==> config.mk <==
export PLATFORM = sky130hd
export DESIGN_NAME = md5_hash_engine_flat
export DESIGN_NICKNAME = d
export VERILOG_FILES = /design/src/sv/md5_pkg.sv /design/src/sv/md5_ifc.sv /design/src/sv/md5_front.sv /design/src/sv/md5_back.sv /design/src/sv/md5_hash_engine.sv /design/src/flat_wrapper.sv
export SDC_FILE = /design/constraint.sdc
export NUM_CORES = 2
export LEC_CHECK = 0
export BUFFER_PORTS_ARGS = -buffer_cell sky130_fd_sc_hd__buf_2
export CAP_MARGIN = 10
export CORE_UTILIZATION = 58
export DETAILED_ROUTE_END_ITERATION = 16
export PLACE_DENSITY_LB_ADDON = 0.2
export SYNTH_ARGS = -nofsm -noshare
export SYNTH_HDL_FRONTEND = slang
export SYNTH_SLANG_ARGS = --single-unit
export TNS_END_PERCENT = 30
==> constraint.sdc <==
create_clock -name clk -period 9.85 [get_ports clk]
set_input_delay 0.4925 -clock clk [delete_from_list [all_inputs] [get_ports clk]]
set_output_delay 0.4925 -clock clk [all_outputs]
set_load 0.02 [all_outputs]
==> src/sv/md5_pkg.sv <==
// Package: shared types, constants and round tables for the MD5 engine.
`timescale 1ns / 1ps
package md5_pkg;

  localparam logic [31:0] IV0 = 32'h67452301;
  localparam logic [31:0] IV1 = 32'hEFCDAB89;
  localparam logic [31:0] IV2 = 32'h98BADCFE;
  localparam logic [31:0] IV3 = 32'h10325476;
  localparam logic [7:0]  PAD_BYTE = 8'h80;
  localparam logic [5:0]  LEN_POS  = 6'd56;
  localparam int unsigned QDEPTH = 4;
  localparam int unsigned QAW    = 2;

  // Command from front end to back end.
  typedef struct packed {
    logic [7:0] data;
    logic       present;
    logic       finish;
  } cmd_t;

  function automatic logic [31:0] round_k(input logic [5:0] i);
    logic [31:0] k;
    case (i)
      6'd0: k = 32'hD76AA478;  6'd1: k = 32'hE8C7B756;  6'd2: k = 32'h242070DB;
      6'd3: k = 32'hC1BDCEEE;  6'd4: k = 32'hF57C0FAF;  6'd5: k = 32'h4787C62A;
      6'd6: k = 32'hA8304613;  6'd7: k = 32'hFD469501;  6'd8: k = 32'h698098D8;
      6'd9: k = 32'h8B44F7AF;  6'd10: k = 32'hFFFF5BB1; 6'd11: k = 32'h895CD7BE;
      6'd12: k = 32'h6B901122; 6'd13: k = 32'hFD987193; 6'd14: k = 32'hA679438E;
      6'd15: k = 32'h49B40821; 6'd16: k = 32'hF61E2562; 6'd17: k = 32'hC040B340;
      6'd18: k = 32'h265E5A51; 6'd19: k = 32'hE9B6C7AA; 6'd20: k = 32'hD62F105D;
      6'd21: k = 32'h02441453; 6'd22: k = 32'hD8A1E681; 6'd23: k = 32'hE7D3FBC8;
      6'd24: k = 32'h21E1CDE6; 6'd25: k = 32'hC33707D6; 6'd26: k = 32'hF4D50D87;
      6'd27: k = 32'h455A14ED; 6'd28: k = 32'hA9E3E905; 6'd29: k = 32'hFCEFA3F8;
      6'd30: k = 32'h676F02D9; 6'd31: k = 32'h8D2A4C8A; 6'd32: k = 32'hFFFA3942;
      6'd33: k = 32'h8771F681; 6'd34: k = 32'h6D9D6122; 6'd35: k = 32'hFDE5380C;
      6'd36: k = 32'hA4BEEA44; 6'd37: k = 32'h4BDECFA9; 6'd38: k = 32'hF6BB4B60;
      6'd39: k = 32'hBEBFBC70; 6'd40: k = 32'h289B7EC6; 6'd41: k = 32'hEAA127FA;
      6'd42: k = 32'hD4EF3085; 6'd43: k = 32'h04881D05; 6'd44: k = 32'hD9D4D039;
      6'd45: k = 32'hE6DB99E5; 6'd46: k = 32'h1FA27CF8; 6'd47: k = 32'hC4AC5665;
      6'd48: k = 32'hF4292244; 6'd49: k = 32'h432AFF97; 6'd50: k = 32'hAB9423A7;
      6'd51: k = 32'hFC93A039; 6'd52: k = 32'h655B59C3; 6'd53: k = 32'h8F0CCC92;
      6'd54: k = 32'hFFEFF47D; 6'd55: k = 32'h85845DD1; 6'd56: k = 32'h6FA87E4F;
      6'd57: k = 32'hFE2CE6E0; 6'd58: k = 32'hA3014314; 6'd59: k = 32'h4E0811A1;
      6'd60: k = 32'hF7537E82; 6'd61: k = 32'hBD3AF235; 6'd62: k = 32'h2AD7D2BB;
      default: k = 32'hEB86D391;
    endcase
    return k;
  endfunction

  function automatic logic [4:0] round_s(input logic [5:0] i);
    logic [4:0] s;
    unique case ({i[5:4], i[1:0]})
      4'd0: s = 5'd7;   4'd1: s = 5'd12;  4'd2: s = 5'd17;  4'd3: s = 5'd22;
      4'd4: s = 5'd5;   4'd5: s = 5'd9;   4'd6: s = 5'd14;  4'd7: s = 5'd20;
      4'd8: s = 5'd4;   4'd9: s = 5'd11;  4'd10: s = 5'd16; 4'd11: s = 5'd23;
      4'd12: s = 5'd6;  4'd13: s = 5'd10; 4'd14: s = 5'd15; default: s = 5'd21;
    endcase
    return s;
  endfunction

  // Message word index for step i.
  function automatic logic [3:0] round_g(input logic [5:0] i);
    logic [3:0] g;
    case (i[5:4])
      2'd0: g = i[3:0];
      2'd1: g = 4'(i[3:0] * 4'd5 + 4'd1);
      2'd2: g = 4'(i[3:0] * 4'd3 + 4'd5);
      default: g = 4'(i[3:0] * 4'd7);
    endcase
    return g;
  endfunction

endpackage

==> src/sv/md5_ifc.sv <==
// Valid/ready channel interfaces for the MD5 engine.
`timescale 1ns / 1ps
interface md5_in_if;
  logic       valid;
  logic       ready;
  logic [7:0] data_byte;
  logic       byte_present;
  logic       end_of_message;
  modport source (output valid, data_byte, byte_present, end_of_message, input ready);
  modport sink   (input valid, data_byte, byte_present, end_of_message, output ready);
endinterface

interface md5_out_if;
  logic        valid;
  logic        ready;
  logic [31:0] digest_word;
  logic [1:0]  word_index;
  logic        last_word;
  modport source (output valid, digest_word, word_index, last_word, input ready);
  modport sink   (input valid, digest_word, word_index, last_word, output ready);
endinterface

==> src/sv/md5_front.sv <==
// Front end: takes input transactions, drops idle ones, queues commands.
`timescale 1ns / 1ps
module md5_front
  import md5_pkg::*;
(
  input  logic        clk,
  input  logic        rst_n,
  md5_in_if.sink      in_ch,
  output logic        cmd_valid,
  output cmd_t        cmd,
  input  logic        cmd_pop
);
  cmd_t             q_r [QDEPTH];
  logic [QAW-1:0]   wp_r, rp_r;
  logic [QAW:0]     cnt_r;
  logic             push;

  assign in_ch.ready = (cnt_r != (QAW+1)'(QDEPTH));
  assign push = in_ch.valid && in_ch.ready && (in_ch.byte_present || in_ch.end_of_message);
  assign cmd_valid = (cnt_r != '0);
  assign cmd = q_r[rp_r];

  always_ff @(posedge clk) begin
    if (push) q_r[wp_r] <= '{data: in_ch.data_byte, present: in_ch.byte_present,
                             finish: in_ch.end_of_message};
    if (!rst_n) begin
      wp_r <= '0; rp_r <= '0; cnt_r <= '0;
    end else begin
      if (push) wp_r <= wp_r + 1'b1;
      if (cmd_pop) rp_r <= rp_r + 1'b1;
      cnt_r <= cnt_r + (QAW+1)'(push) - (QAW+1)'(cmd_pop);
    end
  end
endmodule

==> src/sv/md5_back.sv <==
// Back end: byte packing, padding, 64-step compression and digest output.
`timescale 1ns / 1ps
module md5_back
  import md5_pkg::*;
(
  input  logic        clk,
  input  logic        rst_n,
  input  logic        cmd_valid,
  input  cmd_t        cmd,
  output logic        cmd_pop,
  md5_out_if.source   out_ch
);
  typedef enum logic [5:0] {
    S_IDLE = 6'b000001, S_PAD = 6'b000010, S_LEN = 6'b000100,
    S_RND  = 6'b001000, S_FIN = 6'b010000, S_OUT = 6'b100000
  } st_t;

  st_t          st_r, st_nxt;
  logic [31:0]  buf_r [16];
  logic [31:0]  h_r [4];
  logic [31:0]  a_r, b_r, c_r, d_r;
  logic [63:0]  cnt_r, len_r;
  logic [5:0]   i_r;
  logic [2:0]   lk_r;
  logic         fin_r;    // padding in progress, emit after final block
  logic [1:0]   oi_r;
  logic         ov_r;

  logic [5:0]   pos;
  logic         wr_en;
  logic [7:0]   wr_byte;
  logic [31:0]  f, sum, rot, g_word;

  assign pos = cnt_r[8:3];
  assign cmd_pop = (st_r == S_IDLE) && cmd_valid;

  always_comb begin
    wr_en = 1'b0; wr_byte = cmd.data;
    unique case (st_r)
      S_IDLE: begin
        wr_en = cmd_valid && cmd.present;
        wr_byte = cmd.data;
      end
      S_PAD: begin
        wr_en = 1'b1;
        // marker byte goes right where the message ended
        wr_byte = (cnt_r == len_r) ? PAD_BYTE : 8'h00;
      end
      S_LEN: begin
        wr_en = 1'b1;
        wr_byte = len_r[8*lk_r +: 8];
      end
      default: ;
    endcase
  end

  always_comb begin
    unique case (i_r[5:4])
      2'd0: f = (b_r & c_r) | (~b_r & d_r);
      2'd1: f = (b_r & d_r) | (c_r & ~d_r);
      2'd2: f = b_r ^ c_r ^ d_r;
      default: f = c_r ^ (b_r | ~d_r);
    endcase
    g_word = buf_r[round_g(i_r)];
    sum = a_r + f + g_word + round_k(i_r);
    rot = (sum << round_s(i_r)) | (sum >> (6'd32 - {1'b0, round_s(i_r)}));
  end

  always_comb begin
    st_nxt = st_r;
    unique case (st_r)
      S_IDLE: if (cmd_valid) begin
        if (cmd.present && pos == 6'd63) st_nxt = S_RND;
        else if (cmd.finish) st_nxt = S_PAD;
      end
      S_PAD: begin
        if (pos == 6'd63) st_nxt = S_RND;
        else if (pos + 6'd1 == LEN_POS) st_nxt = S_LEN;
      end
      S_LEN: if (lk_r == 3'd7) st_nxt = S_RND;
      S_RND: if (i_r == 6'd63) st_nxt = S_FIN;
      S_FIN: begin
        if (!fin_r) st_nxt = S_IDLE;
        else if (pos == 6'd0 && cnt_r != len_r + 64'd8 && lk_r == 3'd0 && len_r[0])
          st_nxt = S_OUT;
        else if (pos == LEN_POS) st_nxt = S_LEN;
        else st_nxt = S_PAD;
      end
      S_OUT: if (out_ch.ready && oi_r == 2'd3) st_nxt = S_IDLE;
      default: st_nxt = S_IDLE;
    endcase
  end

  // len_r[0] is used as the "length already written" flag (bit count is a
  // multiple of 8, so bit 0 of the saved length is free).
  always_ff @(posedge clk) begin
    if (wr_en)
      buf_r[pos[5:2]][8*pos[1:0] +: 8] <= wr_byte;
    if (st_r == S_RND) begin
      a_r <= d_r; d_r <= c_r; c_r <= b_r; b_r <= b_r + rot;
    end
    if (!rst_n) begin
      st_r <= S_IDLE; cnt_r <= '0; len_r <= '0; i_r <= '0; lk_r <= '0;
      fin_r <= 1'b0; oi_r <= '0; ov_r <= 1'b0;
      h_r[0] <= IV0; h_r[1] <= IV1; h_r[2] <= IV2; h_r[3] <= IV3;
    end else begin
      st_r <= st_nxt;
      if (wr_en) cnt_r <= cnt_r + 64'd8;
      if (st_r == S_IDLE && cmd_valid && cmd.finish) begin
        len_r <= cnt_r + (cmd.present ? 64'd8 : 64'd0);
        fin_r <= 1'b1;
      end
      if (st_r == S_LEN) begin
        lk_r <= lk_r + 3'd1;
        if (lk_r == 3'd7) len_r[0] <= 1'b1;
      end
      if (st_nxt == S_RND && st_r != S_RND) begin
        a_r <= h_r[0]; b_r <= h_r[1]; c_r <= h_r[2]; d_r <= h_r[3];
        i_r <= '0;
      end else if (st_r == S_RND) i_r <= i_r + 6'd1;
      if (st_r == S_FIN) begin
        h_r[0] <= h_r[0] + a_r; h_r[1] <= h_r[1] + b_r;
        h_r[2] <= h_r[2] + c_r; h_r[3] <= h_r[3] + d_r;
        if (st_nxt == S_OUT) begin ov_r <= 1'b1; oi_r <= '0; end
      end
      if (st_r == S_OUT && out_ch.ready) begin
        oi_r <= oi_r + 2'd1;
        if (oi_r == 2'd3) begin
          ov_r <= 1'b0; fin_r <= 1'b0; cnt_r <= '0; len_r <= '0;
          h_r[0] <= IV0; h_r[1] <= IV1; h_r[2] <= IV2; h_r[3] <= IV3;
        end
      end
    end
  end

  assign out_ch.valid = ov_r && (st_r == S_OUT);
  assign out_ch.digest_word = h_r[oi_r];
  assign out_ch.word_index = oi_r;
  assign out_ch.last_word = (oi_r == 2'd3);
endmodule

==> src/sv/md5_hash_engine.sv <==
// Top level of the MD5 engine: front queue plus compression back end.
//
//  channel | dir | payload
//  in_ch   | in  | data_byte[7:0], byte_present, end_of_message
//  out_ch  | out | digest_word[31:0], word_index[1:0], last_word
//
// Each data byte goes into the block buffer; a full block then runs the
// rounds and a finalize step (one shared round unit). End of message pads
// byte by byte before the digest leaves as four output beats.
// A four-entry command queue lets input keep flowing while rounds run.
// Reset is synchronous, active low; the block buffer is not cleared.
`timescale 1ns / 1ps
module md5_hash_engine
  import md5_pkg::*;
(
  input  logic       clk,
  input  logic       rst_n,
  md5_in_if.sink     in_ch,
  md5_out_if.source  out_ch
);
  logic cmd_valid, cmd_pop;
  cmd_t cmd;

  md5_front u_front (.clk, .rst_n, .in_ch, .cmd_valid, .cmd, .cmd_pop);
  md5_back  u_back  (.clk, .rst_n, .cmd_valid, .cmd, .cmd_pop, .out_ch);
endmodule

==> src/flat_wrapper.sv <==
// flat-port wrapper written by rule: the top's interface ports become plain ports
module md5_hash_engine_flat import md5_pkg::*;
  (clk, rst_n, in_ch_valid, in_ch_data_byte, in_ch_byte_present, in_ch_end_of_message, in_ch_ready, out_ch_valid, out_ch_digest_word, out_ch_word_index, out_ch_last_word, out_ch_ready);
  md5_in_if in_ch_i ();
  md5_out_if out_ch_i ();
  input  logic clk;
  input  logic rst_n;
  input wire logic [$bits(in_ch_i.valid)-1:0] in_ch_valid;
  input wire logic [$bits(in_ch_i.data_byte)-1:0] in_ch_data_byte;
  input wire logic [$bits(in_ch_i.byte_present)-1:0] in_ch_byte_present;
  input wire logic [$bits(in_ch_i.end_of_message)-1:0] in_ch_end_of_message;
  output wire logic [$bits(in_ch_i.ready)-1:0] in_ch_ready;
  output wire logic [$bits(out_ch_i.valid)-1:0] out_ch_valid;
  output wire logic [$bits(out_ch_i.digest_word)-1:0] out_ch_digest_word;
  output wire logic [$bits(out_ch_i.word_index)-1:0] out_ch_word_index;
  output wire logic [$bits(out_ch_i.last_word)-1:0] out_ch_last_word;
  input wire logic [$bits(out_ch_i.ready)-1:0] out_ch_ready;
  assign in_ch_i.valid = in_ch_valid;
  assign in_ch_i.data_byte = in_ch_data_byte;
  assign in_ch_i.byte_present = in_ch_byte_present;
  assign in_ch_i.end_of_message = in_ch_end_of_message;
  assign in_ch_ready = in_ch_i.ready;
  assign out_ch_valid = out_ch_i.valid;
  assign out_ch_digest_word = out_ch_i.digest_word;
  assign out_ch_word_index = out_ch_i.word_index;
  assign out_ch_last_word = out_ch_i.last_word;
  assign out_ch_i.ready = out_ch_ready;
  md5_hash_engine u_core (.clk(clk), .rst_n(rst_n), .in_ch(in_ch_i), .out_ch(out_ch_i));
endmodule
Yosys cells after proc, flatten, opt, wreduce, memory -nomap -nowiden
Memories as Yosys holds them, arrays and structs flattened. A register that Yosys moved wholly into a read port is not among the register bits. Index checks and enable logic that the tools add are counted.

Add/subtract/negate cells: 23. Multipliers: 3. Equality and inequality tests: 20. Shifts and indexed selects: 5. Multiplexer cells: 78. Bitwise operators: 22. Reduce and logical (&&, ||, !) cells: 23.

Operators by type and width (number): $mux 32 (21); $mux 64 (6); $add 32x32->32 (8); $add 64x4->64 const B (2); $and 32x32->32 (4); $or 32x32->32 (4); $pmux 32 s3 (1); $xor 32x32->32 (3); $mux 6 (12); $add 64x4->64 (1); $eq 64x64->1 (1); $ne 64x64->1 (1); $not 32->32 (2); $shiftx 64x7->8 (1); $eq 6x6->1 const B (6); $pmux 6 s6 (1); $neg 5->34 (1); $shift 8x34->32 const A (1); $shiftx 8x34->32 (1); $shl 32x5->32 (1); $shr 32x6->32 (1); $mux 1 (20); $mux 4 (5); $pmux 8 s2 (1); 36 further kinds (69).

Register bits after elaboration: 282. Memory bits (writable): 680. Memory bits (read-only): 2208. Bits of input ports: 14. Output and inout port bits: 37. Logic and storage cells: 195. Memories: 6.

Memories: (name not given) (words 64, bits a word 32, read ports 1, clocked after Yosys merged registers in 1, write ports 0, line md5_pkg.sv:23) `case (i)`; u_core.u_back.buf_r (words 16, bits a word 32, read ports 1, clocked after Yosys merged registers in 0, write ports 1, line md5_back.sv:19) `logic [31:0] buf_r [16];`; u_core.u_back.h_r (words 4, bits a word 32, read ports 5, clocked after Yosys merged registers in 1, write ports 4, line md5_back.sv:20) `logic [31:0] h_r [4];`; (name not given) (words 16, bits a word 5, read ports 1, clocked after Yosys merged registers in 1, write ports 0, line md5_pkg.sv:52) `unique case ({i[5:4], i[1:0]})`; (name not given) (words 16, bits a word 5, read ports 1, clocked after Yosys merged registers in 1, write ports 0, line md5_pkg.sv:52); u_core.u_front.q_r (words 4, bits a word 10, read ports 1, clocked after Yosys merged registers in 1, write ports 1, line md5_front.sv:13) `cmd_t q_r [QDEPTH];`.

Logic depth before layout (Yosys ltp)
Word-level depth: 14. Mapped depth: 45. Gate-level depth less buffers: 43.

Hierarchy
A second synthesis with hierarchy kept.

Cell total of the unflattened synthesis: 6254. Area, all modules: 60864.6 um^2.

Modules (own cells, without submodules): md5_back (times used 1, cells an instance 6154, area each 58960.3 um^2, sequential area each 24803.8 um^2); md5_front (times used 1, cells an instance 100, area each 1904.3 um^2, sequential area each 1381.3 um^2).

Worst setup path after synthesis
OpenSTA, ideal clock, no wires.

Path kind: flip-flop to flip-flop. From: register u_core.u_back.i_r[1]. To: register u_core.u_back.b_r[30]. Arrival: 10725 ps. Data required time: 9776 ps. Slack: -949 ps. Cell stages (with the launch flop): 44. Path buffers: 3. Cells stage by stage: dfxtp_1 > inv_1 > ha_1 > fa_1 > xnor3_1 > o21ai_0 > a21oi_1 > nor2_1 > clkbuf_1 > clkbuf_1 > buf_1 > mux2i_1 > a21oi_1 > fa_1 > inv_1 > fa_1 > inv_1 > ha_1 > [8 not listed] > nand2_1 > mux2_2 > mux2_2 > mux2i_1 > o221ai_1 > fa_1 > a21o_1 > a21oi_1 > o21bai_1 > o311ai_0 > a21oi_1 > a221o_1 > a221oi_1 > o211ai_1 > a31oi_1 > xnor2_1 > nand2_1 > o21ai_0.

Word-level cells in the longest chain between the ends: 12. Elaborated cells on any way between the ends: 21. Those cells by class: 5 x add/sub; 3 x mul; 2 x eq/ne; 2 x shift; 6 x mux; 1 x bitwise; 1 x reduce/logical; 1 x memory.

RTL lines: from (decl) (line md5_back.sv:23) `logic [5:0] i_r;`; from (signal assigned) (line md5_back.sv:120) `end else if (st_r == S_RND) i_r <= i_r + 6'd1;`; $mul 4x2->4 or $mul 4x3->4 (tied branches) (line md5_pkg.sv:67, md5_pkg.sv:66); $add 4x3->4 or $add 4x1->4 (tied branches) (line md5_pkg.sv:67, md5_pkg.sv:66); $pmux 4 s3 (line md5_pkg.sv:64) `case (i[5:4])`; $mem_v2 16x32; $add 32x32->32 (2 in series) (line md5_back.sv:65) `sum = a_r + f + g_word + round_k(i_r);`; $shr 32x6->32 or $shl 32x5->32 (tied branches) (line md5_back.sv:66) `rot = (sum << round_s(i_r)) | (sum >> (6'd32 - {1'b0, round_s(i_r)}));`; $or 32x32->32 (line md5_back.sv:66); $add 32x32->32 (line md5_back.sv:100) `a_r <= d_r; d_r <= c_r; c_r <= b_r; b_r <= b_r + rot;`; $mux 32 (line md5_back.sv:99) `if (st_r == S_RND) begin`; $mux 32 (line md5_back.sv:117) `if (st_nxt == S_RND && st_r != S_RND) begin`; $mux 32 * (line md5_back.sv:102) `if (!rst_n) begin`; to (signal assigned) (line md5_back.sv:100); to (signal assigned) (line md5_back.sv:118) `a_r <= h_r[0]; b_r <= h_r[1]; c_r <= h_r[2]; d_r <= h_r[3];`; to (decl) (line md5_back.sv:21) `logic [31:0] a_r, b_r, c_r, d_r;`.

Every way passes the cells marked *; elsewhere a longest branch is shown, timed or not. A chain may end at the register's enable or synchronous reset.

Worst setup path in the final report
From: register u_core.u_back.i_r[2]. To: register u_core.u_back.b_r[31].

The elaborated chain is that of the path after synthesis.

==> metrics.yaml <==
status: "finished clean"
min_period_over_period: 0.977
relSlewSlack: 0.0925
synth_top_cell_by_area: "edfxtp_1"
synth_top_area_frac: 0.306
grt_usage: 0.371
die_area_um2: 106000
async_reset_ff_frac: 0
overflow: 0
tightestPinTransition_ps: 1360
num_antenna_cells: 0
drc_errors: 0
slowest_delay_ps: 530
slew_viol_final: 0
cts_tree: "built"
fp.coreArea_um2: 103000
via_per_inst: 6.54
fmax_mhz: 104
critPathSlowestCell: "fa_1"
rows: 118
drt_iter0_markers: 6249
via_count: 51600
path_common_cell: "a21oi_2"
place.gp.congestion: 0.998
min_period_ps: 9620
cts-root-buf: "clkbuf_16"
path_max_fanout: 8
nets: 6725
hpwl_mm: 140
peakVddDrop_v: 0.000236
path_delay_family: "compound AO/OA/AOI/OAI gates"
clock_skew_ps: 39.7
synth_warnings: 0
area_growth_syn_to_layout_pct: 15.2
numCtsBuffers: 103
synth_seq_cells: 1000
synth.cell_area_um2: 60500
worstPathRequired_ps: 10470
ant_nets: 0
dp.cells: 7631
first_pass_iters: 6
clkSlewWorstSetupHoldPaths_ps: 60
fin_tns_setup_ps: 0
ioPinCount: 51
timing.hold.ws_ps: 36.7
synthCells: 6193
drive_above_1_share: 0.172
setup_viol: 0
cp.arrival_ps: 10240
die_w_um: 325
grt_pass1_wl_mm: 300
hold_viol: 0
cts_max_level: 3
yosys-top-cells-area: "edfxtp_1 31%, dfxtp_1 13%, mux4_2 7.4%, ha_1 4.7%, nand2_1 4.7%"
end_kind: "flip-flop"
max-cap-violations: 0
synth_seq_area_share: 0.432
hp-class: "in2reg"
syn_avg_cell_area_um2: 9.78
crit_buf_inv: 12
p_leak_nw: 26.1
finalPower_w: 0.0128
route.detailed.wl_per_inst_um: 26.0
syn-num-nets: 6506
wl_mm: 205
synth_edf_count: 616
synth_cell_types: 90
cts_max_path_buffers: 3
grt_pass1_vias: 48300
worst-setup-path-type: "reg2reg"
antenna_found_initial: 2
powerDensity_nw_per_um2: 183
port_buffers: 50
final_cells: 7881
cts_sinks: 1000
crit_path_start_kind: "flip-flop"
start_util: 0.585
clock_latency_ps: 720
utilization: 0.674
synth_flop_cell: "edfxtp_1"
grt_max_degree: 185
die_h_um: 325
## layer usage
| metal | wire length [µm] | track usage | part of all wire |
|---|---|---|---|
| met1 | 79700 | 0.499 | 0.39 |
| met4 | 10300 | 0.171 | 0.050 |
| met2 | 95300 | 0.588 | 0.47 |
| met3 | 19200 | 0.0615 | 0.094 |
| met5 | 25 | 0 | 0.00012 |
## registers in the layout, summed over array words and instances (netlist names), 2 cells and up, named ones only
name,flops
u_core.u_back.st_r,6
u_core.u_back.len_r,64
u_core.u_back.b_r,32
u_core.u_front.rp_r,2
u_core.u_front.wp_r,2
u_core.u_back.h_r,128
u_core.u_front.cnt_r,3
u_core.u_back.d_r,32
u_core.u_back.i_r,6
u_core.u_back.c_r,32
u_core.u_back.out_ch.word_index,2
u_core.u_back.buf_r,512
u_core.u_back.cnt_r,61
u_core.u_front.q_r,40
u_core.u_back.a_r,32
u_core.u_back.lk_r,3
## per-stage QoR
stage               area (µm²)  setup slack, ps
floorplan                60600             7.10
global placement         64400             -511
detailed placement       64400             -578
CTS                      68500             4.84
global route             69800             -124
finish                   69800              231
## where the power goes
part           switching, W  internal [W]  leakage (nW)  total [W]
Sequential         0.000218       0.00482          8.49    0.00504
Combinational       0.00211       0.00153          15.9    0.00363
Clock               0.00178       0.00235          1.72    0.00413
Total               0.00410       0.00870          26.1     0.0128
## what timing repair did
item,in CTS,in global routing
pin swaps,25,77
hold buffers,8,0
gates resized for setup,64,189
endpoints found under the hold margin,32,0
setup endpoints to repair,14,21
gates cloned,2,4
setup buffers,13,26
## path summary, 6_finish.rpt
kind	startpoint	to	slack (ps)	cells past startpoint
max	u_core.u_back.i_r[2]$_SDFFE_PP0P_	u_core.u_back.b_r[31]$_DFF_P_	230	46
min	in_ch_byte_present	u_core.u_front.q_r[3][1]$_DFFE_PP_	40	1
max reg2reg	u_core.u_back.i_r[2]$_SDFFE_PP0P_	u_core.u_back.b_r[31]$_DFF_P_	230	46
min reg2reg	u_core.u_back.ov_r$_SDFF_PN0_	u_core.u_back.ov_r$_SDFF_PN0_	440	2
## cells in the final DEF (no fill, tap or decap), types with 54 or more instances in the layout
cell	synthesis	routed
nand2_1	753	748
a211oi_1	127	100
mux2i_1	115	98
nor2b_1	58	56
mux4_2	199	199
nand3_1	97	97
a31oi_1	180	176
o211ai_1	54	54
a21oi_1	468	433
fa_1	70	68
clkbuf_16	0	109
nor3_1	160	156
nor2_1	664	656
a21o_1	81	80
buf_4	0	409
o21ai_0	289	270
inv_1	235	228
xor2_1	198	195
xnor2_1	178	171
dfxtp_1	384	377
edfxtp_1	616	616
ha_1	229	207
## Yosys cell counts, types with 42 or more instances
| cell | n |
|---|---|
| a211oi_1 | 127 |
| a21o_1 | 81 |
| a21oi_1 | 468 |
| a31oi_1 | 180 |
| and3_1 | 42 |
| buf_1 | 53 |
| clkbuf_1 | 327 |
| dfxtp_1 | 384 |
| edfxtp_1 | 616 |
| fa_1 | 70 |
| ha_1 | 229 |
| inv_1 | 235 |
| mux2i_1 | 115 |
| mux4_2 | 199 |
| nand2_1 | 753 |
| nand3_1 | 97 |
| nand4_1 | 44 |
| nor2_1 | 664 |
| nor2b_1 | 58 |
| nor3_1 | 160 |
| o211ai_1 | 54 |
| o21ai_0 | 289 |
| xnor2_1 | 178 |
| xor2_1 | 198 |
## cell families after synthesis
family / count (synthesis) / share of synthesized area
AOI/OAI and AO/OA: 1486 / 0.153
DFF: 1000 / 0.432
adders and majority gates: 300 / 0.0706
muxes: 342 / 0.0982
and+or+nand+nor: 2047 / 0.150
xor gates and xnor gates: 379 / 0.0555
buffers and inverters: 639 / 0.0399
## final cells by class
| class | instances | area [µm²] |
|---|---|---|
| clock buffer | 139 | 2840 |
| clock inverter | 55 | 699 |
| fill | 7865 | 33700 |
| inverter | 246 | 926 |
| multi-input combinational | 4554 | 33200 |
| sequential | 1000 | 26200 |
| tap | 1380 | 1730 |
| timing repair buffer | 507 | 4160 |
(Power assumes the default switching activity.)
